[src/design/mcsag_pkg.sv]
package mcsag_pkg;

	// Fixed data widths.
	localparam int ADC_BITS   = 16;
	localparam int ANGLE_BITS = 16;
	localparam int FRAC_BITS  = 8;
	localparam int CUR_W      = 26;
	localparam int ALPHA_W    = 16;
	localparam int PP_W       = 5;
	localparam int STEP_IN_W  = 16;

	// Derived datapath widths.
	localparam int DIFF_W = ADC_BITS + 1;
	localparam int SUM_W  = DIFF_W + 2;
	localparam int X_W    = CUR_W + 1;
	localparam int ERR_W  = CUR_W + 2;
	localparam int PROD_W = ERR_W + ALPHA_W + 1;
	localparam int RND_W  = PROD_W - ALPHA_W;
	localparam int ACC_W  = RND_W + 1;

	// Division by three through a reciprocal. The sum is biased to a positive
	// value, divided, and the bias is removed again afterwards.
	localparam int DIV_W    = SUM_W + 1;
	localparam int DIV_K    = DIV_W + 1;
	localparam int DIV_M    = (2 ** DIV_K) / 3 + 1;
	localparam int DIV_BIAS = 3 * (2 ** (SUM_W - 1));
	localparam int Q_BIAS   = 2 ** (SUM_W - 1);
	localparam int ZS_MUL   = (2 ** FRAC_BITS - 1) / 3;

	// Phase bookkeeping.
	localparam int NUM_PH = 3;
	localparam int PH_W   = 2;

	// Configuration port.
	localparam int CFG_IDX_W  = 3;
	localparam int CFG_DATA_W = 16;

	typedef enum logic [CFG_IDX_W-1:0] {
		CFG_OFFSET_U  = 3'd0,
		CFG_OFFSET_V  = 3'd1,
		CFG_OFFSET_W  = 3'd2,
		CFG_ALPHA     = 3'd3,
		CFG_OL_STEP   = 3'd4,
		CFG_POLE_PAIR = 3'd5
	} cfg_idx_t;

	// Register reset values.
	localparam logic [ADC_BITS-1:0]   OFFSET_RST  = 16'd32768;
	localparam logic [ALPHA_W-1:0]    ALPHA_RST   = 16'd6554;
	localparam logic [STEP_IN_W-1:0]  OL_STEP_RST = 16'd82;
	localparam logic [PP_W-1:0]       PP_RST      = 5'd4;

	typedef struct packed {
		logic [ADC_BITS-1:0]  offset_u;
		logic [ADC_BITS-1:0]  offset_v;
		logic [ADC_BITS-1:0]  offset_w;
		logic [ALPHA_W-1:0]   alpha;
		logic [STEP_IN_W-1:0] ol_step;
		logic [PP_W-1:0]      pole_pairs;
	} cfg_t;

	// Commands from the controller to the datapath.
	typedef struct packed {
		logic            load;
		logic            sum_en;
		logic            zseq_en;
		logic            mul_en;
		logic            acc_en;
		logic            out_load;
		logic [PH_W-1:0] sel;
	} ctrl_cmd_t;

endpackage

[src/design/motor_current_sense_angle_gen_unit.sv]
// Three-phase current conditioning with an angle integrator. Each request
// carries three raw ADC samples, the angle mode and a Hall angle step; the
// block subtracts the calibrated offsets, removes the zero-sequence mean,
// low-pass filters each phase in ADC counts with 8 fraction bits (saturated
// to 26 bits signed) and returns the electrical angle in 1/65536 turn. A
// request passes through capture, sum, and zero-sequence removal, then a
// multiply and an accumulate per phase on the single shared filter
// multiplier, then the load of the output register; the next request is
// taken only after that load. A result waits in the output register while
// the next request is accepted and processed. Configuration writes are to
// be made only while the block is idle; the block itself does not enforce
// this.
module motor_current_sense_angle_gen_unit (
	input  logic                                   clk,
	input  logic                                   arst_n,
	input  logic                                   in_valid,
	output logic                                   in_ready,
	input  logic [mcsag_pkg::ADC_BITS-1:0]         sample_u,
	input  logic [mcsag_pkg::ADC_BITS-1:0]         sample_v,
	input  logic [mcsag_pkg::ADC_BITS-1:0]         sample_w,
	input  logic                                   open_loop_mode,
	input  logic [mcsag_pkg::STEP_IN_W-1:0]        hall_angle_step,
	output logic                                   out_valid,
	input  logic                                   out_ready,
	output logic signed [mcsag_pkg::CUR_W-1:0]     current_u,
	output logic signed [mcsag_pkg::CUR_W-1:0]     current_v,
	output logic signed [mcsag_pkg::CUR_W-1:0]     current_w,
	output logic [mcsag_pkg::ANGLE_BITS-1:0]       electrical_angle,
	input  logic                                   cfg_valid,
	output logic                                   cfg_ready,
	input  logic [mcsag_pkg::CFG_IDX_W-1:0]        cfg_index,
	input  logic [mcsag_pkg::CFG_DATA_W-1:0]       cfg_data
);

	mcsag_pkg::cfg_t      cfg;
	mcsag_pkg::ctrl_cmd_t cmd;

	// Configuration registers.
	mcsag_cfg u_cfg (
		.clk       (clk),
		.arst_n    (arst_n),
		.cfg_valid (cfg_valid),
		.cfg_ready (cfg_ready),
		.cfg_index (cfg_index),
		.cfg_data  (cfg_data),
		.cfg       (cfg)
	);

	// Sequencer and handshakes.
	mcsag_ctrl u_ctrl (
		.clk       (clk),
		.arst_n    (arst_n),
		.in_valid  (in_valid),
		.in_ready  (in_ready),
		.out_valid (out_valid),
		.out_ready (out_ready),
		.cmd       (cmd)
	);

	// Arithmetic and state.
	mcsag_dpath u_dpath (
		.clk              (clk),
		.arst_n           (arst_n),
		.cmd              (cmd),
		.cfg              (cfg),
		.sample_u         (sample_u),
		.sample_v         (sample_v),
		.sample_w         (sample_w),
		.open_loop_mode   (open_loop_mode),
		.hall_angle_step  (hall_angle_step),
		.current_u        (current_u),
		.current_v        (current_v),
		.current_w        (current_w),
		.electrical_angle (electrical_angle)
	);

endmodule

[src/design/mcsag_cfg.sv]
module mcsag_cfg (
	input  logic                               clk,
	input  logic                               arst_n,
	input  logic                               cfg_valid,
	output logic                               cfg_ready,
	input  logic [mcsag_pkg::CFG_IDX_W-1:0]    cfg_index,
	input  logic [mcsag_pkg::CFG_DATA_W-1:0]   cfg_data,
	output mcsag_pkg::cfg_t                    cfg
);

	mcsag_pkg::cfg_t cfg_q;

	// Writes are always taken, so the port never stalls.
	assign cfg_ready = 1'b1;
	assign cfg       = cfg_q;

	// Register file; unused indexes are ignored.
	always_ff @(posedge clk or negedge arst_n) begin
		if (!arst_n) begin
			cfg_q.offset_u   <= mcsag_pkg::OFFSET_RST;
			cfg_q.offset_v   <= mcsag_pkg::OFFSET_RST;
			cfg_q.offset_w   <= mcsag_pkg::OFFSET_RST;
			cfg_q.alpha      <= mcsag_pkg::ALPHA_RST;
			cfg_q.ol_step    <= mcsag_pkg::OL_STEP_RST;
			cfg_q.pole_pairs <= mcsag_pkg::PP_RST;
		end else if (cfg_valid) begin
			unique case (cfg_index)
				mcsag_pkg::CFG_OFFSET_U: begin
					cfg_q.offset_u <= cfg_data[mcsag_pkg::ADC_BITS-1:0];
				end
				mcsag_pkg::CFG_OFFSET_V: begin
					cfg_q.offset_v <= cfg_data[mcsag_pkg::ADC_BITS-1:0];
				end
				mcsag_pkg::CFG_OFFSET_W: begin
					cfg_q.offset_w <= cfg_data[mcsag_pkg::ADC_BITS-1:0];
				end
				mcsag_pkg::CFG_ALPHA: begin
					cfg_q.alpha <= cfg_data[mcsag_pkg::ALPHA_W-1:0];
				end
				mcsag_pkg::CFG_OL_STEP: begin
					cfg_q.ol_step <= cfg_data[mcsag_pkg::STEP_IN_W-1:0];
				end
				mcsag_pkg::CFG_POLE_PAIR: begin
					cfg_q.pole_pairs <= cfg_data[mcsag_pkg::PP_W-1:0];
				end
				default: begin
				end
			endcase
		end
	end

endmodule

[src/design/mcsag_ctrl.sv]
module mcsag_ctrl (
	input  logic                  clk,
	input  logic                  arst_n,
	input  logic                  in_valid,
	output logic                  in_ready,
	output logic                  out_valid,
	input  logic                  out_ready,
	output mcsag_pkg::ctrl_cmd_t  cmd
);

	typedef enum logic [2:0] {
		S_IDLE,
		S_SUM,
		S_ZSEQ,
		S_MUL,
		S_ACC,
		S_DONE
	} state_t;

	state_t                       state_q;
	logic [mcsag_pkg::PH_W-1:0]   ph_q;
	logic                         out_valid_q;
	logic                         accept;

	assign in_ready  = (state_q == S_IDLE);
	assign accept    = in_valid && in_ready;
	assign out_valid = out_valid_q;

	// Commands decoded from the current state.
	always_comb begin
		cmd          = '0;
		cmd.sel      = ph_q;
		cmd.load     = accept;
		cmd.sum_en   = (state_q == S_SUM);
		cmd.zseq_en  = (state_q == S_ZSEQ);
		cmd.mul_en   = (state_q == S_MUL);
		cmd.acc_en   = (state_q == S_ACC);
		cmd.out_load = (state_q == S_DONE) && (!out_valid_q || out_ready);
	end

	// Sequencer: sum, zero-sequence removal, then one multiply and one
	// accumulate per phase, then hand over to the output register.
	always_ff @(posedge clk or negedge arst_n) begin
		if (!arst_n) begin
			state_q     <= S_IDLE;
			ph_q        <= '0;
			out_valid_q <= 1'b0;
		end else begin
			if (cmd.out_load) begin
				out_valid_q <= 1'b1;
			end else if (out_ready) begin
				out_valid_q <= 1'b0;
			end
			unique case (state_q)
				S_IDLE: begin
					if (accept) begin
						state_q <= S_SUM;
					end
				end
				S_SUM: begin
					state_q <= S_ZSEQ;
				end
				S_ZSEQ: begin
					ph_q    <= '0;
					state_q <= S_MUL;
				end
				S_MUL: begin
					state_q <= S_ACC;
				end
				S_ACC: begin
					if (ph_q == mcsag_pkg::PH_W'(mcsag_pkg::NUM_PH - 1)) begin
						state_q <= S_DONE;
					end else begin
						ph_q    <= ph_q + mcsag_pkg::PH_W'(1);
						state_q <= S_MUL;
					end
				end
				S_DONE: begin
					if (cmd.out_load) begin
						state_q <= S_IDLE;
					end
				end
				default: begin
					state_q <= S_IDLE;
				end
			endcase
		end
	end

`ifndef NO_ASSERTIONS
	// A finished result never overwrites one that has not been taken.
	a_no_overwrite: assert property (@(posedge clk) disable iff (!arst_n)
		cmd.out_load |-> (!out_valid_q || out_ready))
		else $error("result overwritten before it was taken");

	// An accepted request always starts the sum step.
	a_accept_starts: assert property (@(posedge clk) disable iff (!arst_n)
		accept |=> (state_q == S_SUM))
		else $error("accepted request did not start processing");

	// The phase counter never selects a phase beyond the last one.
	a_phase_range: assert property (@(posedge clk) disable iff (!arst_n)
		(cmd.mul_en || cmd.acc_en) |->
		(ph_q < mcsag_pkg::PH_W'(mcsag_pkg::NUM_PH)))
		else $error("phase select out of range");

	// Each accumulate follows the multiply of the same phase.
	a_mul_then_acc: assert property (@(posedge clk) disable iff (!arst_n)
		cmd.acc_en |-> ($past(cmd.mul_en) && $stable(ph_q)))
		else $error("accumulate without matching multiply");
`endif

endmodule

[src/design/mcsag_dpath.sv]
module mcsag_dpath (
	input  logic                                   clk,
	input  logic                                   arst_n,
	input  mcsag_pkg::ctrl_cmd_t                   cmd,
	input  mcsag_pkg::cfg_t                        cfg,
	input  logic [mcsag_pkg::ADC_BITS-1:0]         sample_u,
	input  logic [mcsag_pkg::ADC_BITS-1:0]         sample_v,
	input  logic [mcsag_pkg::ADC_BITS-1:0]         sample_w,
	input  logic                                   open_loop_mode,
	input  logic [mcsag_pkg::STEP_IN_W-1:0]        hall_angle_step,
	output logic signed [mcsag_pkg::CUR_W-1:0]     current_u,
	output logic signed [mcsag_pkg::CUR_W-1:0]     current_v,
	output logic signed [mcsag_pkg::CUR_W-1:0]     current_w,
	output logic [mcsag_pkg::ANGLE_BITS-1:0]       electrical_angle
);

	localparam int DIFF_W = mcsag_pkg::DIFF_W;
	localparam int SUM_W  = mcsag_pkg::SUM_W;
	localparam int X_W    = mcsag_pkg::X_W;
	localparam int ERR_W  = mcsag_pkg::ERR_W;
	localparam int PROD_W = mcsag_pkg::PROD_W;
	localparam int RND_W  = mcsag_pkg::RND_W;
	localparam int ACC_W  = mcsag_pkg::ACC_W;
	localparam int CUR_W  = mcsag_pkg::CUR_W;
	localparam int DIV_W  = mcsag_pkg::DIV_W;
	localparam int DIV_K  = mcsag_pkg::DIV_K;
	localparam int ANG_W  = mcsag_pkg::ANGLE_BITS;

	localparam logic signed [ACC_W-1:0] SAT_MAX = ACC_W'(2 ** (CUR_W - 1) - 1);
	localparam logic signed [ACC_W-1:0] SAT_MIN = -ACC_W'(2 ** (CUR_W - 1));

	logic signed [DIFF_W-1:0]        d_q [mcsag_pkg::NUM_PH];
	logic signed [X_W-1:0]           x_q [mcsag_pkg::NUM_PH];
	logic signed [CUR_W-1:0]         f_q [mcsag_pkg::NUM_PH];
	logic                            mode_q;
	logic [mcsag_pkg::STEP_IN_W-1:0] hstep_q;
	logic signed [SUM_W-1:0]         s_q;
	logic [DIV_W-1:0]                q_q;
	logic signed [PROD_W-1:0]        prod_q;
	logic [ANG_W-1:0]                mech_q;
	logic [ANG_W-1:0]                hall_q;
	logic [ANG_W-1:0]                elec_q;
	logic signed [CUR_W-1:0]         cur_u_q;
	logic signed [CUR_W-1:0]         cur_v_q;
	logic signed [CUR_W-1:0]         cur_w_q;
	logic [ANG_W-1:0]                elec_out_q;

	logic signed [SUM_W-1:0]         sum;
	logic [DIV_W-1:0]                div_u;
	logic [DIV_W+DIV_K-1:0]          div_p;
	logic signed [X_W-1:0]           s_x;
	logic signed [X_W-1:0]           zs;
	logic signed [X_W-1:0]           z;
	logic signed [ERR_W-1:0]         err;
	logic signed [PROD_W-1:0]        prod_rnd;
	logic signed [RND_W-1:0]         step;
	logic signed [ACC_W-1:0]         acc;
	logic signed [CUR_W-1:0]         f_sat;
	logic [ANG_W-1:0]                mech_new;
	logic [ANG_W+mcsag_pkg::PP_W-1:0] elec_p;

	// Sum of the three offset-corrected samples and its third, by reciprocal.
	always_comb begin
		sum   = SUM_W'(d_q[0]) + SUM_W'(d_q[1]) + SUM_W'(d_q[2]);
		div_u = DIV_W'(sum) + DIV_W'(1) + DIV_W'(mcsag_pkg::DIV_BIAS);
		div_p = (DIV_W + DIV_K)'(div_u) * (DIV_W + DIV_K)'(mcsag_pkg::DIV_M);
	end

	// Zero-sequence term: round(256 * sum / 3) = 85 * sum + floor((sum + 1) / 3).
	always_comb begin
		s_x = X_W'(s_q);
		zs  = s_x * $signed(X_W'(mcsag_pkg::ZS_MUL));
		z   = zs + $signed(X_W'(q_q)) - $signed(X_W'(mcsag_pkg::Q_BIAS));
	end

	// Filter error and rounded update of the selected phase.
	always_comb begin
		err      = ERR_W'(x_q[cmd.sel]) - ERR_W'(f_q[cmd.sel]);
		prod_rnd = prod_q + PROD_W'(2 ** (mcsag_pkg::ALPHA_W - 1));
		step     = RND_W'(prod_rnd >>> mcsag_pkg::ALPHA_W);
		acc      = ACC_W'(f_q[cmd.sel]) + ACC_W'(step);
		if (acc > SAT_MAX) begin
			f_sat = SAT_MAX[CUR_W-1:0];
		end else if (acc < SAT_MIN) begin
			f_sat = SAT_MIN[CUR_W-1:0];
		end else begin
			f_sat = acc[CUR_W-1:0];
		end
	end

	// Open-loop angle and its electrical multiple.
	always_comb begin
		mech_new = mech_q + ANG_W'(cfg.ol_step);
		elec_p   = (ANG_W + mcsag_pkg::PP_W)'(mech_new) *
			(ANG_W + mcsag_pkg::PP_W)'(cfg.pole_pairs);
	end

	// Working registers of the request in flight.
	always_ff @(posedge clk) begin
		if (cmd.load) begin
			d_q[0]  <= $signed({1'b0, sample_u}) - $signed({1'b0, cfg.offset_u});
			d_q[1]  <= $signed({1'b0, sample_v}) - $signed({1'b0, cfg.offset_v});
			d_q[2]  <= $signed({1'b0, sample_w}) - $signed({1'b0, cfg.offset_w});
			mode_q  <= open_loop_mode;
			hstep_q <= hall_angle_step;
		end
		if (cmd.sum_en) begin
			s_q <= sum;
			q_q <= div_p[DIV_W+DIV_K-1:DIV_K];
		end
		if (cmd.zseq_en) begin
			for (int i = 0; i < mcsag_pkg::NUM_PH; i++) begin
				x_q[i] <= (X_W'(d_q[i]) <<< mcsag_pkg::FRAC_BITS) - z;
			end
		end
		if (cmd.mul_en) begin
			prod_q <= PROD_W'(err) * PROD_W'($signed({1'b0, cfg.alpha}));
		end
		if (cmd.out_load) begin
			cur_u_q    <= f_q[0];
			cur_v_q    <= f_q[1];
			cur_w_q    <= f_q[2];
			elec_out_q <= elec_q;
		end
	end

	// Filter and angle state.
	always_ff @(posedge clk or negedge arst_n) begin
		if (!arst_n) begin
			for (int i = 0; i < mcsag_pkg::NUM_PH; i++) begin
				f_q[i] <= '0;
			end
			mech_q <= '0;
			hall_q <= '0;
			elec_q <= '0;
		end else begin
			if (cmd.acc_en) begin
				f_q[cmd.sel] <= f_sat;
			end
			if (cmd.sum_en) begin
				if (mode_q) begin
					mech_q <= mech_new;
					elec_q <= elec_p[ANG_W-1:0];
				end else begin
					hall_q <= hall_q + ANG_W'(hstep_q);
					elec_q <= hall_q + ANG_W'(hstep_q);
				end
			end
		end
	end

	assign current_u        = cur_u_q;
	assign current_v        = cur_v_q;
	assign current_w        = cur_w_q;
	assign electrical_angle = elec_out_q;

endmodule

[config.mk]
export PLATFORM = sky130hd
export DESIGN_NAME = motor_current_sense_angle_gen_unit
export DESIGN_NICKNAME = d
export VERILOG_FILES = /design/src/design/mcsag_pkg.sv /design/src/design/motor_current_sense_angle_gen_unit.sv /design/src/design/mcsag_cfg.sv /design/src/design/mcsag_ctrl.sv /design/src/design/mcsag_dpath.sv
export SDC_FILE = /design/constraint.sdc
export NUM_CORES = 2
export LEC_CHECK = 0
export BUFFER_PORTS_ARGS = -buffer_cell sky130_fd_sc_hd__buf_2
export CORE_MARGIN = 1.5
export CORE_UTILIZATION = 57
export CTS_CLUSTER_DIAMETER = 30
export DETAILED_ROUTE_END_ITERATION = 6
export GPL_TIMING_DRIVEN = 0
export HOLD_SLACK_MARGIN = 0.12
export MAX_ROUTING_LAYER = met4
export PLACE_DENSITY = 0.74
export SLEW_MARGIN = 10
export SYNTH_ARGS = -nofsm -noshare
export SYNTH_HDL_FRONTEND = slang
export SYNTH_SLANG_ARGS = --single-unit
[constraint.sdc]
create_clock -name clk -period 13.1 [get_ports clk]
set_clock_uncertainty 0.15 [all_clocks]
set_input_delay 0.655 -clock clk [delete_from_list [all_inputs] [get_ports clk]]
set_output_delay 0.655 -clock clk [all_outputs]
set_load 0.01 [all_outputs]
# After elaboration in Yosys (flattened, before gate mapping)
# Memories as Yosys holds them, arrays and structs flattened.
# Index checks and enable logic that the tools add are counted.
[totals]
register_bits = 411
wordCells = 108
mem_bits_rw = 132
n_memories = 2
[op_classes]
bitwise_logic = 2
n_mul = 4
muxes = 21
n_reduce_logical = 19
magnitude_cmp = 4
n_eq_ne = 14
addsub = 18
[mem_list]
columns = ["name", "words", "word_bits", "rd", "rd_clocked_by_memory_dff", "wr", "line_no", "text"]
rows = [
  ["u_dpath.x_q", 3, 27, 1, 0, 3, "mcsag_dpath.sv:33", "logic signed [X_W-1:0] x_q [mcsag_pkg::NUM_PH];"],
  ["u_dpath.d_q", 3, 17, 3, 0, 3, "mcsag_dpath.sv:32", "logic signed [DIFF_W-1:0] d_q [mcsag_pkg::NUM_PH];"],
]
[ops]
columns = ["operator", "n"]
rows = [
  ["$mux 26", 5],
  ["$sub 25x27->27", 3],
  ["$bwmux 78", 1],
  ["$bmux 26 s2", 1],
  ["$demux 26 s2", 1],
  ["$sub 16x16->17", 3],
  ["$add 45x17->45 const B", 1],
  ["$mul 28x17->45", 1],
  ["$mul 20x20->40 const B", 1],
  ["$add 16x16->16", 2],
  ["$add 26x29->30", 1],
  ["$gt 30x26->1 const B", 1],
  ["$lt 30x26->1 const B", 1],
  ["$sub 27x26->28", 1],
  ["$add 27x20->27", 1],
  ["$mul 19x8->27 const B", 1],
  ["$sub 27x20->27 const B", 1],
  ["$add 19x2->20 const B", 1],
  ["$add 20x19->20 const B", 1],
  ["$reduce_and 2->1", 10],
  ["$add 18x17->19", 1],
  ["$add 17x17->18", 1],
  ["$pmux 3 s6", 1],
  ["$mul 16x5->16", 1],
  ["20 further kinds", 40],
]

# Longest topological paths before layout
[logic_depth]
ltp_word = 9
depth_mapped = 42
ltp_nobuf = 39

# Modules after synthesis
# From an unflattened synthesis, not the netlist that was laid out.
[unflattened]
cells_unflattened = 5408
hier_area_um2 = 55742.2
[by_module_without_submodules]
columns = ["module", "area_per_inst_um2", "cells_each", "instances", "seq_area_each_um2"]
rows = [
  ["mcsag_dpath", 52059.9, 5180, 1, 12011.5],
  ["mcsag_cfg", 3289.4, 186, 1, 2144.6],
  ["mcsag_ctrl", 392.9, 42, 1, 150.1],
]

# Worst setup path before layout
# OpenSTA, ideal clock, no wires.
[synth_timing]
path_type = "flip-flop to flip-flop"
from = "register u_ctrl.ph_q[0] (netlist name)"
to = "register u_dpath.prod_q[44], data pin"
path_stages_with_launch = 39
setup_slack_ns = 3.112
arrival_time_ns = 9.578
required_time_ns = 12.690
n_path_buf = 3
cell_sequence = "dfrtp_1 clkbuf_1 clkbuf_1 mux2i_1 o22ai_1 ha_1 inv_1 fa_1 a21o_1 a21oi_1 o21bai_1 a31o_1 a2111oi_0 nor2_1 a21o_1 a21oi_1 xnor2_1 clkbuf_1 [... 3 more ...] fa_1 inv_1 fa_1 fa_1 fa_1 inv_1 fa_1 ha_1 a21o_1 a21o_1 a21o_1 a221o_1 o21a_1 a31oi_1 o311ai_1 o31a_1 a21oi_1 xnor2_1"
[synth_via]
elab_chain_cells = 6
[synth_lines]
columns = ["element", "line_no", "text"]
rows = [
  ["start, declared", "mcsag_ctrl.sv:21", "logic [mcsag_pkg::PH_W-1:0] ph_q;"],
  ["start signal, assigned", "mcsag_ctrl.sv:74", "ph_q <= ph_q + mcsag_pkg::PH_W'(1);"],
  ["$not 2->3 (not written as such)", "mcsag_dpath.sv:78", "err = ERR_W'(x_q[cmd.sel]) - ERR_W'(f_q[cmd.sel]);"],
  ["$bmux 26 s2", "mcsag_dpath.sv:78", ""],
  ["$mux 26 (not written as such) (2 in series)", "mcsag_dpath.sv:78", ""],
  ["$sub 27x26->28 *", "mcsag_dpath.sv:78", ""],
  ["$mul 28x17->45 *", "mcsag_dpath.sv:117", "prod_q <= PROD_W'(err) * PROD_W'($signed({1'b0, cfg.alpha}));"],
  ["end signal, assigned", "mcsag_dpath.sv:117", ""],
  ["end, declared", "mcsag_dpath.sv:39", "logic signed [PROD_W-1:0] prod_q;"],
]
# Every way passes the cells marked *; elsewhere a longest branch is shown, timed or not. The select of a mux whose other input is x is not followed.
# A chain may end at the register's enable or synchronous reset.

# Final worst setup path
[layout_timing]
from = "register u_ctrl.ph_q[1] (netlist name)"
to = "register u_dpath.prod_q[44], data pin"
# The elaborated chain is that of the path after synthesis.

==> metrics.yaml <==
final_cell_mix: "inv_1, fa_1, ha_1"
synth_flop_cell: "edfxtp_1"
rows: 114
synth_fp_nets: 6948
start_kind: "flop"
rsz0062_at_grt: "no"
place_congestion: 0.9766
worst-path-max-fanout: 10
status: "finished, violations left"
fin_crit_sh_pct: 96.56
crit_end: "u_dpath.prod_q[44]"
remaining_drc_errors: 14
drt-total-wl_um: 151700
netlist_area_um2: 55800
r2r_end: "u_dpath.prod_q[44]"
timing.fmax_ghz: 0.07906
synth_area_per_cell_um2: 10.06
fin_crit_ns: 12.65
clock_sinks: 512
initialDrtViolationCount: 3364
ff2ff_path_depth: 38
clk_pin_slew_ns: 0.05
initial_core_util_pct: 57.62
slowest_delay_ns: 0.61
vias: 41320
postCtsSetupRepairBufs: 0
end_kind: "flop"
grt_overflow: 0
dpl.cell_count: 7014
fp.dieArea_um2: 99790
crit_start: "u_ctrl.ph_q[1]"
required_ns: 13.29
io_buffer_count: 184
synth-edff-count: 295
die_x_um: 315.9
via_per_inst: 5.717
grt_pass1_wl_um: 236800
worstMarginPinSlew_ns: 1.221
r2r_slack_ns: 0.45
synth_warnings: 0
grt_use_total_pct: 31.90
clkLatencyLatePin_ns: 0.70
cp_slowest_cell: "o22ai_1"
htree_num_levels: 3
die_h_um: 315.9
worstPathArrival_ns: 12.84
slew-limit-headroom_pct: 18.02
synthCells: 5545
hp-start: "cfg_data[2]"
grt_max_degree: 98
final_common_cell: "inv_1"
async_flop_share_pct: 42.38
io_pins: 186
antenna_left: 0
cts_buffers: 102
violations: "DRC"
hold_viol_final: 0
layoutNonFillerInstCount: 7228
criticalPathCategory: "flop to flop"
regToRegStartpoint: "u_ctrl.ph_q[1]"
maxSlewViolCount: 0
hp-class: "input pin to flop"
clock-root-buffer: "clkbuf_16"
antenna_found_initial: 5
synth_cell_type_count: 85
dp_hpwl_um: 122200
drive_gt1_share_pct: 8.790
synth-seq-cells: 512
coreArea_um2: 96850
setup_viol: 0
synth-seq-area-share_pct: 25.64
cts_tree: "built"
finalSetupTns_ns: 0
grt_pass1_vias: 43360
cap_violations: 0
clock_path_buffers: 3
wl_per_cell_um: 20.99
nNetsFinal: 7263
area_growth_pct: 12.13
drt_first_pass_iters: 7
## Yosys cell counts (43+ instances only)
cell type	number	share of area [%]
and2_1	171	1.9
a21o_1	104	1.4
nor2_1	259	1.7
mux2i_1	50	0.90
dfrtp_1	203	9.1
o21ai_0	204	1.8
a211oi_1	59	0.79
o21a_1	43	0.58
nor3_1	51	0.46
fa_1	685	25
nand3_1	64	0.57
a21oi_1	208	1.9
nor2b_1	53	0.59
clkbuf_1	147	0.99
inv_1	937	6.3
nand2_1	575	3.9
xnor2_1	227	3.6
mux2_2	58	1.2
xor2_1	96	1.5
edfxtp_1	295	16
ha_1	629	14
## registers in the layout, summed over array words and instances (netlist names), 26 cells and up
| signal | cells |
|---|---|
| u_dpath.x_q | 65 |
| u_dpath.current_u | 26 |
| u_dpath.f_q | 78 |
| u_dpath.prod_q | 30 |
| u_dpath.current_v | 26 |
| u_cfg.cfg | 85 |
| u_dpath.current_w | 26 |
| u_dpath.d_q | 51 |
## timing repair
item	in CTS	in global routing
endpoints found under the hold margin	69	0
hold buffers	18	0
gates cloned	0	0
resized for setup	3	16
endpoints found under the setup margin	2	6
## layer usage
layer  part of all wire, %  global-route usage [%]
met5                     0                       -
met4                   5.2                   14.43
met3                   6.7                   4.755
met2                    49                   52.53
met1                    39                   38.91
## stage by stage
stage / util [%] / setup slack [ns] / instance area (um^2) / hold WS, ns
finish: 64.61 / 0.4510 / 62570 / 0.2091
global route: 64.61 / 0.05140 / 62570 / 0.1851
CTS: 64.57 / 0.1291 / 62530 / 0.1831
detailed placement: 60.49 / 0.003455 / 58580 / 0.2852
global placement: 60.22 / -0.2060 / 58320 / 0.2832
floorplan: - / 3.112 / 55800 / 0.2094
## final cells by class
cell class / count / area (um^2)
well taps: 1276 / 1597
diodes: 2 / 5.005
multi-input cells: 3930 / 37380
plain buffers: 165 / 685.7
clock buffers: 112 / 2631
clock inverters: 82 / 1122
flip-flops and latches: 512 / 14310
fillers: 7553 / 34280
repair buffers: 211 / 1321
inverters: 938 / 3521
## worst min-delay path by stage
stage	to	slack (ns)	cells after the start
after floorplan	u_cfg.cfg[0]	0.21	0
after global placement	u_dpath.electrical_angle[8]	0.28	0
after detailed placement	u_dpath.electrical_angle[8]	0.29	0
after CTS	u_cfg.cfg[52]	0.18	3
after global routing	u_cfg.cfg[52]	0.19	3
final	u_cfg.cfg[55]	0.21	3
## kinds of logic (layout without fill, tap and decap cells)
group | count (synthesis) | after routing | share of synthesized area (%)
xor+xnor | 325 | 325 | 5.152
flops | 512 | 512 | 25.64
compound gates | 850 | 850 | 9.859
mux | 108 | 108 | 2.067
buf+inv | 1103 | 1508 | 7.525
fa+ha+maj | 1314 | 1314 | 38.68
simple gates | 1332 | 1332 | 11.08
other cells | 1 | 3 | 0.006720
## worst max-delay path, delay by kind of cell (launching register included)
kind                     cells  cell delay [ns]
AO/OA/AOI/OAI               16             4.57
AND/OR/NAND/NOR              1             0.15
buffers and inverters       10             1.72
adder cells (fa/ha/maj)      9             4.16
flip-flops                   1             0.50
XOR/XNOR                     2             1.07
Power is not shown: default switching activity piles up to over one toggle a cycle in this logic, so the estimate is an artifact.
